## config.mk

```make
export PLATFORM = sky130hd
export DESIGN_NAME = date_pair_day_difference_flat
export DESIGN_NICKNAME = d
export VERILOG_FILES = /design/src/hw/rtl/dpd_pkg.sv /design/src/hw/rtl/dpd_if.sv /design/src/hw/rtl/dpd_date_serial.sv /design/src/hw/rtl/dpd_diff.sv /design/src/hw/rtl/date_pair_day_difference.sv /design/src/flat_wrapper.sv
export SDC_FILE = /design/constraint.sdc
export NUM_CORES = 2
export LEC_CHECK = 0
export ABC_AREA = 1
export BUFFER_PORTS_ARGS = -buffer_cell sky130_fd_sc_hd__buf_2
export CORE_MARGIN = 3
export CORE_UTILIZATION = 43
export CTS_CLUSTER_SIZE = 12
export DETAILED_ROUTE_END_ITERATION = 16
export MAX_ROUTING_LAYER = met4
export PLACE_DENSITY_LB_ADDON = 0.05
export SLEW_MARGIN = 10
export SYNTH_ARGS = -nofsm -noshare
export SYNTH_HDL_FRONTEND = slang
export SYNTH_SLANG_ARGS = --single-unit
```

## constraint.sdc

```tcl
create_clock -name clock -period 5.6 [get_ports clock]
set_input_delay 0.28 -clock clock [delete_from_list [all_inputs] [get_ports clock]]
set_output_delay 0.28 -clock clock [all_outputs]
set_load 0.05 [all_outputs]
```

## src/hw/rtl/dpd_pkg.sv

```systemverilog
`timescale 1ns / 1ps
// Shared types, widths, constants and calendar tables for the date pair
// day difference block. No dependencies.
package dpd_pkg;

   // Field widths
   localparam int DAY_W    = 5;
   localparam int MONTH_W  = 4;
   localparam int YEAR_W   = 14;
   localparam int SERIAL_W = 23;
   localparam int DIFF_W   = 23;
   localparam int DBM_W    = 9;

   // Divide by 100 through a reciprocal multiply: q = (x * 5243) >> 19,
   // exact for every 14-bit x
   localparam int DIV100_MUL = 5243;
   localparam int MUL_W      = 13;
   localparam int PROD_W     = YEAR_W + MUL_W;
   localparam int QUOT_W     = 8;

   // Calendar constants
   localparam int DAYS_PER_YEAR = 365;
   localparam int CENTURY       = 100;
   localparam int MONTH_FEB     = 2;
   localparam int MONTH_APR     = 4;
   localparam int MONTH_JUN     = 6;
   localparam int MONTH_SEP     = 9;
   localparam int MONTH_NOV     = 11;
   localparam int MONTH_DEC     = 12;

   // Saturation bounds of the difference
   localparam logic signed [DIFF_W-1:0] DIFF_MAX = {1'b0, {(DIFF_W-1){1'b1}}};
   localparam logic signed [DIFF_W-1:0] DIFF_MIN = {1'b1, {(DIFF_W-1){1'b0}}};

   // Chronological order codes
   typedef enum logic [1:0] {
      ORDER_BEFORE = 2'd0,
      ORDER_EQUAL  = 2'd1,
      ORDER_AFTER  = 2'd2
   } date_order_type;

   // Per-stage load enables of the pipeline
   typedef struct packed {
      logic s1;
      logic s2;
      logic s3;
      logic s4;
   } stage_en_type;

   // Days before month m in a common year; months above twelve add 31 each
   function automatic logic [DBM_W-1:0] days_before_month(input logic [MONTH_W-1:0] m);
      logic [DBM_W-1:0] r;
      case (m)
         4'd0:    r = 9'd0;
         4'd1:    r = 9'd0;
         4'd2:    r = 9'd31;
         4'd3:    r = 9'd59;
         4'd4:    r = 9'd90;
         4'd5:    r = 9'd120;
         4'd6:    r = 9'd151;
         4'd7:    r = 9'd181;
         4'd8:    r = 9'd212;
         4'd9:    r = 9'd243;
         4'd10:   r = 9'd273;
         4'd11:   r = 9'd304;
         4'd12:   r = 9'd334;
         4'd13:   r = 9'd365;
         4'd14:   r = 9'd396;
         4'd15:   r = 9'd427;
         default: r = 9'd0;
      endcase
      return r;
   endfunction

   // Length of month m, leap decides February
   function automatic logic [DAY_W-1:0] month_length(input logic [MONTH_W-1:0] m,
                                                     input logic leap);
      logic [DAY_W-1:0] r;
      if (m == MONTH_W'(MONTH_APR) || m == MONTH_W'(MONTH_JUN) ||
          m == MONTH_W'(MONTH_SEP) || m == MONTH_W'(MONTH_NOV)) begin
         r = 5'd30;
      end else if (m == MONTH_W'(MONTH_FEB)) begin
         r = leap ? 5'd29 : 5'd28;
      end else begin
         r = 5'd31;
      end
      return r;
   endfunction

endpackage

```

## src/hw/rtl/dpd_if.sv

```systemverilog
`timescale 1ns / 1ps
// Valid/ready channel interfaces for date pairs and difference results.
// Depends on dpd_pkg.
interface dpd_req_if;
   import dpd_pkg::*;

   logic               valid;
   logic               ready;
   logic [DAY_W-1:0]   start_day;
   logic [MONTH_W-1:0] start_month;
   logic [YEAR_W-1:0]  start_year;
   logic [DAY_W-1:0]   end_day;
   logic [MONTH_W-1:0] end_month;
   logic [YEAR_W-1:0]  end_year;

   modport source (output valid, start_day, start_month, start_year,
                   end_day, end_month, end_year, input ready);
   modport sink   (input valid, start_day, start_month, start_year,
                   end_day, end_month, end_year, output ready);
endinterface

interface dpd_rsp_if;
   import dpd_pkg::*;

   logic                     valid;
   logic                     ready;
   logic                     start_valid;
   logic                     end_valid;
   logic signed [DIFF_W-1:0] day_difference;
   logic [1:0]               date_order;

   modport source (output valid, start_valid, end_valid, day_difference,
                   date_order, input ready);
   modport sink   (input valid, start_valid, end_valid, day_difference,
                   date_order, output ready);
endinterface

```

## src/hw/rtl/dpd_date_serial.sv

```systemverilog
`timescale 1ns / 1ps
// Three-stage datapath that turns one date into a serial day number and a
// validity flag. Depends on dpd_pkg.
module dpd_date_serial (
   input  logic                          clock,
   input  dpd_pkg::stage_en_type         en,
   input  logic [dpd_pkg::DAY_W-1:0]     day,
   input  logic [dpd_pkg::MONTH_W-1:0]   month,
   input  logic [dpd_pkg::YEAR_W-1:0]    year,
   output logic [dpd_pkg::SERIAL_W-1:0]  serial,
   output logic                          date_valid
);
   import dpd_pkg::*;

   // Stage 1: raw fields, earlier-year count p and both quotients by 100
   logic [YEAR_W-1:0]  p_in;
   logic [PROD_W-1:0]  prod_p, prod_y;
   logic [DAY_W-1:0]   d1_ff;
   logic [MONTH_W-1:0] m1_ff;
   logic [YEAR_W-1:0]  y1_ff, p1_ff;
   logic [QUOT_W-1:0]  qp1_ff, qy1_ff;

   assign p_in   = (year != '0) ? year - YEAR_W'(1) : '0;
   assign prod_p = PROD_W'(p_in) * PROD_W'(DIV100_MUL);
   assign prod_y = PROD_W'(year) * PROD_W'(DIV100_MUL);

   always_ff @(posedge clock) begin
      if (en.s1) begin
         d1_ff  <= day;
         m1_ff  <= month;
         y1_ff  <= year;
         p1_ff  <= p_in;
         qp1_ff <= prod_p[PROD_W-1 -: QUOT_W];
         qy1_ff <= prod_y[PROD_W-1 -: QUOT_W];
      end
   end

   // Stage 2: days of earlier years and the leap flag
   logic [SERIAL_W-1:0] years_in;
   logic [YEAR_W-1:0]   rem_in;
   logic                leap_in;
   logic [SERIAL_W-1:0] years2_ff;
   logic                leap2_ff, ynz2_ff;
   logic [DAY_W-1:0]    d2_ff;
   logic [MONTH_W-1:0]  m2_ff;

   assign years_in = SERIAL_W'(DAYS_PER_YEAR) * SERIAL_W'(p1_ff)
                   + SERIAL_W'(p1_ff >> 2)
                   - SERIAL_W'(qp1_ff)
                   + SERIAL_W'(qp1_ff >> 2);
   assign rem_in   = y1_ff - YEAR_W'(YEAR_W'(qy1_ff) * YEAR_W'(CENTURY));
   assign leap_in  = (rem_in == '0) ? (qy1_ff[1:0] == 2'd0) : (y1_ff[1:0] == 2'd0);

   always_ff @(posedge clock) begin
      if (en.s2) begin
         years2_ff <= years_in;
         leap2_ff  <= leap_in;
         ynz2_ff   <= (y1_ff != '0);
         d2_ff     <= d1_ff;
         m2_ff     <= m1_ff;
      end
   end

   // Stage 3: add month and day, check the date
   logic [SERIAL_W-1:0] serial_in;
   logic                feb_extra;
   logic                valid_in;
   logic [SERIAL_W-1:0] serial3_ff;
   logic                valid3_ff;

   assign feb_extra = leap2_ff && (m2_ff > MONTH_W'(MONTH_FEB));
   assign serial_in = years2_ff + SERIAL_W'(days_before_month(m2_ff))
                    + SERIAL_W'(feb_extra) + SERIAL_W'(d2_ff);
   assign valid_in  = ynz2_ff && (m2_ff != '0) && (m2_ff <= MONTH_W'(MONTH_DEC))
                   && (d2_ff != '0) && (d2_ff <= month_length(m2_ff, leap2_ff));

   always_ff @(posedge clock) begin
      if (en.s3) begin
         serial3_ff <= serial_in;
         valid3_ff  <= valid_in;
      end
   end

   assign serial     = serial3_ff;
   assign date_valid = valid3_ff;

endmodule

```

## src/hw/rtl/dpd_diff.sv

```systemverilog
`timescale 1ns / 1ps
// Output stage: signed difference of two serial day numbers, saturated to
// the result width. Depends on dpd_pkg.
module dpd_diff (
   input  logic                               clock,
   input  logic                               load,
   input  logic [dpd_pkg::SERIAL_W-1:0]       start_serial,
   input  logic [dpd_pkg::SERIAL_W-1:0]       end_serial,
   output logic signed [dpd_pkg::DIFF_W-1:0]  day_difference
);
   import dpd_pkg::*;

   logic signed [SERIAL_W:0]  wide_diff;
   logic signed [DIFF_W-1:0]  diff_in;
   logic signed [DIFF_W-1:0]  diff_ff;

   assign wide_diff = $signed({1'b0, end_serial}) - $signed({1'b0, start_serial});

   // Clamp when the top two bits disagree
   always_comb begin
      if (wide_diff[SERIAL_W] != wide_diff[SERIAL_W-1]) begin
         diff_in = wide_diff[SERIAL_W] ? DIFF_MIN : DIFF_MAX;
      end else begin
         diff_in = wide_diff[DIFF_W-1:0];
      end
   end

   always_ff @(posedge clock) begin
      if (load) begin
         diff_ff <= diff_in;
      end
   end

   assign day_difference = diff_ff;

endmodule

```

## src/hw/rtl/date_pair_day_difference.sv

```systemverilog
`timescale 1ns / 1ps
// Top level: day difference, validity and order of two Gregorian dates.
// Depends on dpd_pkg, dpd_if, dpd_date_serial and dpd_diff.
//
//   channel  | dir | handshake    | payload
//   ---------+-----+--------------+------------------------------------------
//   req_ch   | in  | valid/ready  | start/end day, month, year
//   rsp_ch   | out | valid/ready  | start_valid, end_valid, day_difference,
//            |     |              | date_order
//
// Four register stages: quotients, year days, serial numbers, difference.
// One date pair per cycle while the result channel does not stall.
// Reset clears the stage valid bits only.
// Each stage holds while it is full and the stage after it is stalled, so a
// stall backs up one stage at a time and bubbles are squeezed out.
module date_pair_day_difference (
   input  logic      clock,
   input  logic      reset,
   dpd_req_if.sink   req_ch,
   dpd_rsp_if.source rsp_ch
);
   import dpd_pkg::*;

   // Stage valid bits and load enables
   logic [3:0]   vld_ff;
   logic [3:0]   vld_in;
   stage_en_type en;

   assign en.s4 = !vld_ff[3] || rsp_ch.ready;
   assign en.s3 = !vld_ff[2] || en.s4;
   assign en.s2 = !vld_ff[1] || en.s3;
   assign en.s1 = !vld_ff[0] || en.s2;
   assign req_ch.ready = en.s1;

   // Advance valid bits where a stage loads, hold otherwise
   always_comb begin
      vld_in    = vld_ff;
      if (en.s1) vld_in[0] = req_ch.valid;
      if (en.s2) vld_in[1] = vld_ff[0];
      if (en.s3) vld_in[2] = vld_ff[1];
      if (en.s4) vld_in[3] = vld_ff[2];
   end

   always_ff @(posedge clock) begin
      if (reset) begin
         vld_ff <= '0;
      end else begin
         vld_ff <= vld_in;
      end
   end

   // Order from the raw fields: year, then month, then day
   date_order_type order_in;
   date_order_type order1_ff, order2_ff, order3_ff, order4_ff;

   always_comb begin
      if (req_ch.start_year != req_ch.end_year) begin
         order_in = (req_ch.start_year < req_ch.end_year) ? ORDER_BEFORE : ORDER_AFTER;
      end else if (req_ch.start_month != req_ch.end_month) begin
         order_in = (req_ch.start_month < req_ch.end_month) ? ORDER_BEFORE : ORDER_AFTER;
      end else if (req_ch.start_day != req_ch.end_day) begin
         order_in = (req_ch.start_day < req_ch.end_day) ? ORDER_BEFORE : ORDER_AFTER;
      end else begin
         order_in = ORDER_EQUAL;
      end
   end

   always_ff @(posedge clock) begin
      if (en.s1) order1_ff <= order_in;
      if (en.s2) order2_ff <= order1_ff;
      if (en.s3) order3_ff <= order2_ff;
      if (en.s4) order4_ff <= order3_ff;
   end

   // Serial day numbers of both dates
   logic [SERIAL_W-1:0] start_serial, end_serial;
   logic                start_ok, end_ok;

   dpd_date_serial u_start (
      .clock      (clock),
      .en         (en),
      .day        (req_ch.start_day),
      .month      (req_ch.start_month),
      .year       (req_ch.start_year),
      .serial     (start_serial),
      .date_valid (start_ok)
   );

   dpd_date_serial u_end (
      .clock      (clock),
      .en         (en),
      .day        (req_ch.end_day),
      .month      (req_ch.end_month),
      .year       (req_ch.end_year),
      .serial     (end_serial),
      .date_valid (end_ok)
   );

   // Output stage
   logic signed [DIFF_W-1:0] diff;
   logic                     start_ok4_ff, end_ok4_ff;

   dpd_diff u_diff (
      .clock          (clock),
      .load           (en.s4),
      .start_serial   (start_serial),
      .end_serial     (end_serial),
      .day_difference (diff)
   );

   always_ff @(posedge clock) begin
      if (en.s4) begin
         start_ok4_ff <= start_ok;
         end_ok4_ff   <= end_ok;
      end
   end

   assign rsp_ch.valid          = vld_ff[3];
   assign rsp_ch.start_valid    = start_ok4_ff;
   assign rsp_ch.end_valid      = end_ok4_ff;
   assign rsp_ch.day_difference = diff;
   assign rsp_ch.date_order     = order4_ff;

   // A transfer in always fills the first stage
   a_fill_first: assert property (@(posedge clock) disable iff (reset)
      req_ch.valid && req_ch.ready |=> vld_ff[0])
      else $error("accepted date pair did not enter the first stage");

   // Identical dates give no difference and equal validity
   a_equal_zero: assert property (@(posedge clock) disable iff (reset)
      rsp_ch.valid && rsp_ch.date_order == ORDER_EQUAL |->
         rsp_ch.day_difference == '0 && rsp_ch.start_valid == rsp_ch.end_valid)
      else $error("equal dates with nonzero difference");

   // For real dates the order and the sign of the difference agree
   a_sign_before: assert property (@(posedge clock) disable iff (reset)
      rsp_ch.valid && rsp_ch.start_valid && rsp_ch.end_valid &&
      rsp_ch.date_order == ORDER_BEFORE |-> rsp_ch.day_difference > 0)
      else $error("start before end but difference not positive");

   a_sign_after: assert property (@(posedge clock) disable iff (reset)
      rsp_ch.valid && rsp_ch.start_valid && rsp_ch.end_valid &&
      rsp_ch.date_order == ORDER_AFTER |-> rsp_ch.day_difference < 0)
      else $error("start after end but difference not negative");

endmodule

```

## src/flat_wrapper.sv

```systemverilog
// flat-port wrapper written by rule: the top's interface ports become plain ports
module date_pair_day_difference_flat import dpd_pkg::*;
  (clock, reset, req_ch_valid, req_ch_start_day, req_ch_start_month, req_ch_start_year, req_ch_end_day, req_ch_end_month, req_ch_end_year, req_ch_ready, rsp_ch_valid, rsp_ch_start_valid, rsp_ch_end_valid, rsp_ch_day_difference, rsp_ch_date_order, rsp_ch_ready);
  dpd_req_if req_ch_i ();
  dpd_rsp_if rsp_ch_i ();
  input  logic clock;
  input  logic reset;
  input wire logic [$bits(req_ch_i.valid)-1:0] req_ch_valid;
  input wire logic [$bits(req_ch_i.start_day)-1:0] req_ch_start_day;
  input wire logic [$bits(req_ch_i.start_month)-1:0] req_ch_start_month;
  input wire logic [$bits(req_ch_i.start_year)-1:0] req_ch_start_year;
  input wire logic [$bits(req_ch_i.end_day)-1:0] req_ch_end_day;
  input wire logic [$bits(req_ch_i.end_month)-1:0] req_ch_end_month;
  input wire logic [$bits(req_ch_i.end_year)-1:0] req_ch_end_year;
  output wire logic [$bits(req_ch_i.ready)-1:0] req_ch_ready;
  output wire logic [$bits(rsp_ch_i.valid)-1:0] rsp_ch_valid;
  output wire logic [$bits(rsp_ch_i.start_valid)-1:0] rsp_ch_start_valid;
  output wire logic [$bits(rsp_ch_i.end_valid)-1:0] rsp_ch_end_valid;
  output wire logic [$bits(rsp_ch_i.day_difference)-1:0] rsp_ch_day_difference;
  output wire logic [$bits(rsp_ch_i.date_order)-1:0] rsp_ch_date_order;
  input wire logic [$bits(rsp_ch_i.ready)-1:0] rsp_ch_ready;
  assign req_ch_i.valid = req_ch_valid;
  assign req_ch_i.start_day = req_ch_start_day;
  assign req_ch_i.start_month = req_ch_start_month;
  assign req_ch_i.start_year = req_ch_start_year;
  assign req_ch_i.end_day = req_ch_end_day;
  assign req_ch_i.end_month = req_ch_end_month;
  assign req_ch_i.end_year = req_ch_end_year;
  assign req_ch_ready = req_ch_i.ready;
  assign rsp_ch_valid = rsp_ch_i.valid;
  assign rsp_ch_start_valid = rsp_ch_i.start_valid;
  assign rsp_ch_end_valid = rsp_ch_i.end_valid;
  assign rsp_ch_day_difference = rsp_ch_i.day_difference;
  assign rsp_ch_date_order = rsp_ch_i.date_order;
  assign rsp_ch_i.ready = rsp_ch_ready;
  date_pair_day_difference u_core (.clock(clock), .reset(reset), .req_ch(req_ch_i), .rsp_ch(rsp_ch_i));
endmodule
```

Yosys cells after proc, flatten, opt, wreduce, memory -nomap -nowiden
Memories as Yosys holds them, arrays and structs flattened. A register that Yosys moved wholly into a read port is not among the register bits.
Index checks and enable logic that the tools add are counted.
W data, S select, Z words.
{"block": "classes", "n_lt_le_gt_ge": 9, "multipliers": 8, "muxes": 20, "n_eq_ne": 14, "n_reduce_logical": 38, "addsub": 17}
{"op": "$mul A14 B13 Y27 const B", "count": 4}
{"op": "$reduce_bool A14 Y1", "count": 4}
{"op": "$add A23 B1 Y23", "count": 2}
{"op": "$add A23 B12 Y23", "count": 2}
{"op": "$add A23 B5 Y23", "count": 2}
{"op": "$add A23 B6 Y23", "count": 2}
{"op": "$add A23 B9 Y23", "count": 2}
{"op": "$mul A9 B14 Y23 const A", "count": 2}
{"op": "$mux W23", "count": 2}
{"op": "$sub A23 B8 Y23", "count": 2}
{"op": "$logic_not A14 Y1", "count": 2}
{"op": "$mux W14", "count": 2}
{"op": "$sub A14 B1 Y14 const B", "count": 2}
{"op": "$sub A14 B14 Y14", "count": 2}
{"op": "$mul A8 B5 Y12 const B", "count": 2}
{"op": "$sub A23 B23 Y24", "count": 1}
{"op": "$mux W2", "count": 10}
{"op": "$eq A4 B3 Y1 const B", "count": 4}
{"op": "$eq A4 B4 Y1 const B", "count": 4}
{"op": "$lt A14 B14 Y1", "count": 1}
{"op": "$ne A14 B14 Y1", "count": 1}
{"op": "$le A5 B5 Y1", "count": 2}
{"op": "$logic_and A1 B1 Y1", "count": 10}
{"op": "$logic_or A1 B1 Y1", "count": 10}
{"op": "other kinds (14)", "count": 29}
{"block": "word_totals", "in_bits": 50, "rom_bits": 288, "memories": 2, "reg_bits": 259, "output_inout_bits": 29}
{"memory": "(name not given)", "depth": 16, "word_bits": 9, "read_ports": 1, "rd_clocked_by_memory_dff": 1, "wr": 0, "line_no": "dpd_pkg.sv:53", "source": "case (m)"}
{"memory": "(name not given)", "depth": 16, "word_bits": 9, "read_ports": 1, "rd_clocked_by_memory_dff": 1, "wr": 0, "line_no": "dpd_pkg.sv:53"}

Logic depth before layout (Yosys ltp)
{"block": "logic_depth", "word_depth": 7, "ltp_mapped": 32, "ltp_nobuf": 32}

Modules after synthesis
From an unflattened synthesis, not the netlist that was laid out.
{"block": "hier_totals", "cells_unflattened": 4629, "area_unflattened_um2": 40253.6}
{"module": "dpd_date_serial at u_core.u_start", "seq_area_each_um2": 3513.4, "instances": 1, "area_each_um2": 18260.0, "cells_each": 2041}
{"module": "dpd_date_serial at u_core.u_end", "seq_area_each_um2": 3513.4, "instances": 1, "area_each_um2": 18174.9, "cells_each": 2025}
{"module": "dpd_diff", "seq_area_each_um2": 690.7, "instances": 1, "area_each_um2": 2631.3, "cells_each": 411}
{"module": "date_pair_day_difference", "seq_area_each_um2": 380.4, "instances": 1, "area_each_um2": 1187.4, "cells_each": 152}

Worst setup path before layout
Ideal clock, no wire load.
{"block": "synth_path", "path_kind": "input -> register", "start": "in req_ch_start_year[1]", "end": "reg u_core.u_start.qp1_ff[4], data pin", "arrival_time_ns": 5.378, "slack_ns": -0.042, "stages": 27, "n_path_buf": 0, "path_cell_list": "inv_1 > ha_1 > inv_1 > nand2_1 > nand2_1 > nor2_1 > inv_1 > nor2_1 > o21ai_0 > inv_1 > nor2_1 > nor3_1 > ha_1 > fa_1 > fa_1 > fa_1 > inv_1 > fa_1 > inv_1 > ha_1 > nand2_1 > inv_1 > a21boi_0 > o21ai_0 > nand2_1 > o211ai_1 > xor2_1"}
{"block": "synth_via", "elab_chain_len": 3, "elab_cells_between_ends": 4}
{"item": "from (decl)", "line_no": "flat_wrapper.sv:11", "source": "input wire logic [$bits(req_ch_i.start_year)-1:0] req_ch_start_year;"}
{"item": "$sub A14 B1 Y14 / $reduce_bool A14 Y1 (equally long branches)", "line_no": "dpd_date_serial.sv:23", "source": "assign p_in = (year != '0) ? year - YEAR_W'(1) : '0;"}
{"item": "$mux W14 *", "line_no": "dpd_date_serial.sv:23"}
{"item": "via u_core.u_start.p_in[12]", "line_no": "dpd_date_serial.sv:16", "source": "logic [YEAR_W-1:0] p_in;"}
{"item": "$mul A14 B13 Y27 *", "line_no": "dpd_date_serial.sv:24", "source": "assign prod_p = PROD_W'(p_in) * PROD_W'(DIV100_MUL);"}
{"item": "via u_core.u_start.prod_p[23]", "line_no": "dpd_date_serial.sv:17", "source": "logic [PROD_W-1:0] prod_p, prod_y;"}
{"item": "to (signal assigned)", "line_no": "dpd_date_serial.sv:33", "source": "qp1_ff <= prod_p[PROD_W-1 -: QUOT_W];"}
{"item": "to (decl)", "line_no": "dpd_date_serial.sv:21", "source": "logic [QUOT_W-1:0] qp1_ff, qy1_ff;"}
The timed path passes the listed nets; every way through them passes the cells marked *.
A chain may end at the register's enable or synchronous reset.

Worst setup path in the final report
{"block": "layout_path", "start": "in req_ch_end_year[1]", "end": "reg u_core.u_end.qp1_ff[2], data pin"}
{"block": "layout_via", "elab_chain_len": 3, "elab_cells_between_ends": 4}
{"item": "from (decl)", "line_no": "flat_wrapper.sv:14", "source": "input wire logic [$bits(req_ch_i.end_year)-1:0] req_ch_end_year;"}
{"item": "$sub A14 B1 Y14 / $reduce_bool A14 Y1 (equally long branches)", "line_no": "dpd_date_serial.sv:23"}
{"item": "$mux W14 *", "line_no": "dpd_date_serial.sv:23"}
{"item": "via u_core.u_end.p_in[13]", "line_no": "dpd_date_serial.sv:16"}
{"item": "$mul A14 B13 Y27 *", "line_no": "dpd_date_serial.sv:24"}
{"item": "via u_core.u_end.prod_p[21]", "line_no": "dpd_date_serial.sv:17"}
{"item": "to (signal assigned)", "line_no": "dpd_date_serial.sv:33"}
{"item": "to (decl)", "line_no": "dpd_date_serial.sv:21"}
Marked as above.

==> results.cfg <==
[outcome]
status = completed

[clock_tree]
cts_root_buf = clkbuf_16
clock_path_buffers = 3
clk_pin_slew_ns = 0.05
cts_buffers = 37
worstSkewPairLatency_ns = 0.57
cts_tree = yes
cts_sinks = 277
cts_max_level = 2

[synth]
async_reset_ff_share_pct = 0
seq_area_frac_synth_pct = 20.6
synth_cell_type_count = 47
synth-seq-cells = 277
syn_area_mm2 = 0.0393
synth-edff-count = 255
syn-mean-instance-area_um2 = 8.95
postSynthCellCount = 4396
syn_nets = 5639
synth_top_area_share_pct = 24.3
yosys_warnings = 0
synth.area.top_cells = ha_1 24%, fa_1 22%, edfxtp_1 19%, inv_1 11%, nand2_1 6.1%
synth_area_leader_cell = ha_1
synth_ff_type = edfxtp_1

[critical_path]
max_stage_delay_ns = 0.52
r2r_setup_slack_ns = 0.52
r2r_cells = 15
slowest_stage = fa_1
rr_startpoint = u_core.u_end.p1_ff[8]$_DFFE_PP_
path_max_fanout = 7
crit_buf_inv = 10
crit_end = u_core.u_end.qp1_ff[2]$_DFFE_PP_
cp_data_arrival_time_ns = 5.46
crit_top_cell = nand2_1
cp-start-kind = input port
critical_path_class = input port to register
r2r_end = u_core.u_end.years2_ff[19]$_DFFE_PN_
end_kind = register
critical_path_depth = 32
crit_required_ns = 5.89
cp-startpoint = req_ch_end_year[1]
path_delay_family = adder cells

[placement]
portBuffers = 78
dpl.hpwl_um = 81900
place_congestion = 0.865

[grt]
grt-ovfl-total = 0
grt_pass1_vias = 29100
grt_use_total_pct = 20.9
grt_pass1_wl_um = 153000
antenna_found_initial = 2
grt_max_degree = 58

[die]
die_y_um = 308
initial_core_util_pct = 43.5
coreArea_mm2 = 0.0904
die_area_mm2 = 0.0952
placementRows = 110
die_x_um = 308
pin_count = 79

[drt]
drt_wl_total_um = 93100
vias = 28200
vias_per_cell = 4.77
ant_nets = 0
drt_iter0_markers = 1285
drtPass1Iterations = 5
drc = 0
avgRoutedWirePerCell_um = 15.8

[sta]
fmax_mhz = 194
worstMarginPinSlew_ns = 1.04
fin_skew_ns = 0.0270
post-route-min-period_ns = 5.17
setup_viol = 0
slew_headroom_pct = 30.9
fin_tns_setup_ns = 0
rsz0062_at_grt = no
finalCritPeriodShare_pct = 92.3
hold_ws_ns = 0.0580
hold_viol = 0
slew_violations = 0

[final_layout]
layout-drive-gt1-share_pct = 7.33
layout_common_cells = 1122 x inv_1, 764 x ha_1, 642 x nand2_1
layout-area-overhead-vs-synth_pct = 11.8
antennaDiodeCount = 0
n_fill_cell = 8778
final_common_cell = inv_1
nNetsFinal = 5949

[run]
drv_cap = 0

[hold_path]
hold_class = input port to register
## cell usage after synthesis, types with 2 or more instances
| cell | count |
|---|---|
| o21ai_4 | 2 |
| a211oi_1 | 10 |
| nand2_1 | 642 |
| o21ai_1 | 3 |
| o211ai_1 | 8 |
| and3_1 | 2 |
| a31oi_1 | 10 |
| o31ai_1 | 4 |
| xnor2_1 | 53 |
| nand4_1 | 46 |
| nor3_1 | 40 |
| a21oi_2 | 2 |
| a21o_1 | 23 |
| o21a_1 | 7 |
| fa_1 | 429 |
| o21ai_2 | 7 |
| nor4_1 | 19 |
| edfxtp_1 | 255 |
| nand2_2 | 6 |
| or2_2 | 2 |
| nor3b_1 | 2 |
| nor2_1 | 277 |
| nor2_2 | 2 |
| nand3_1 | 126 |
| ha_1 | 764 |
| inv_1 | 1123 |
| xor2_1 | 90 |
| o22ai_1 | 2 |
| a21oi_1 | 219 |
| buf_6 | 4 |
| a221oi_1 | 4 |
| a21boi_0 | 6 |
| a2111oi_0 | 2 |
| o21bai_1 | 17 |
| nand3_2 | 2 |
| o21ai_0 | 150 |
| dfxtp_1 | 22 |
| nand3b_1 | 5 |
## layer usage
metal	vias up	share of wire, %	global-route usage, %
li1	14600	-	-
met4	0	1.9	4.05
met5	-	0	-
met1	13200	51	29.5
met3	92	2.6	1.71
met2	343	45	33.0
## timing repair
action,in CTS,in global routing
setup buffers,0,0
resized for setup,0,9
hold buffers,19,0
endpoints found under the hold margin,21,0
endpoints found under the setup margin,0,8
## worst min path at each step
stage                                            startpoint                                end  slack (ns)  cells after the start
final                                 req_ch_start_month[1]  u_core.u_start.m1_ff[1]$_DFFE_PP_        0.06                      1
after global routing                  req_ch_start_month[1]  u_core.u_start.m1_ff[1]$_DFFE_PP_        0.02                      1
after CTS                             req_ch_start_month[1]  u_core.u_start.m1_ff[1]$_DFFE_PP_        0.01                      1
after detailed placement  u_core.u_start.d1_ff[4]$_DFFE_PP_  u_core.u_start.d2_ff[4]$_DFFE_PN_        0.41                      0
after global placement      u_core.u_end.d1_ff[1]$_DFFE_PP_    u_core.u_end.d2_ff[1]$_DFFE_PN_        0.40                      0
after floorplan                                       reset      u_core.vld_ff[0]$_SDFFE_PP0P_        0.35                      1
## logic make-up after synthesis
family	after synthesis	share of synthesized area (%)
buf+inv	1129	10.8
simple gates	1176	12.4
xor+xnor	143	3.18
compound gates	478	6.82
fa+ha+maj	1193	46.1
flops	277	20.6
## area by class of cell
| class | count | area, um^2 | area share, % |
|---|---|---|---|
| flip-flops and latches | 277 | 8100 | 18.4 |
| inverters | 1125 | 4220 | 9.60 |
| repair buffers | 275 | 1940 | 4.41 |
| well taps | 1176 | 1470 | 3.35 |
| multi-input cells | 2990 | 27000 | 61.5 |
| clock inverters | 25 | 275 | 0.626 |
| clock buffers | 41 | 941 | 2.14 |
## sequential cells by signal, summed over array words and instances (netlist names), 5 cells and up, named ones only
register / cells
u_core.u_end.years2_ff: 23
u_core.u_end.y1_ff: 14
u_core.u_end.qy1_ff: 8
u_core.u_start.serial: 23
u_core.u_start.d2_ff: 5
u_core.u_start.y1_ff: 14
u_core.u_end.serial: 23
u_core.u_end.d2_ff: 5
u_core.u_end.d1_ff: 5
u_core.u_end.p1_ff: 14
u_core.u_start.qp1_ff: 8
u_core.u_start.qy1_ff: 8
u_core.u_start.d1_ff: 5
u_core.u_end.qp1_ff: 8
u_core.u_start.p1_ff: 14
u_core.u_diff.day_difference: 23
u_core.u_start.years2_ff: 23
## through the flow
stage | utilization (%) | worst slack (ns) | std cells | instance area, um^2
6_report | 48.6 | 0.433 | 5909 | 44000
5_1_grt | 48.6 | 0.00525 | 5909 | 44000
4_1_cts | 48.6 | 0.0144 | 5909 | 43900
3_5_place_dp | 47.0 | -0.581 | 5824 | 42500
3_3_place_gp | 47.0 | -0.454 | 5824 | 42500
2_1_floorplan | - | 0.0204 | 4396 | 39300
Power is left out: the tool's default activity adds up to more than one toggle a clock period on the data nets, which glitch-free logic cannot reach.
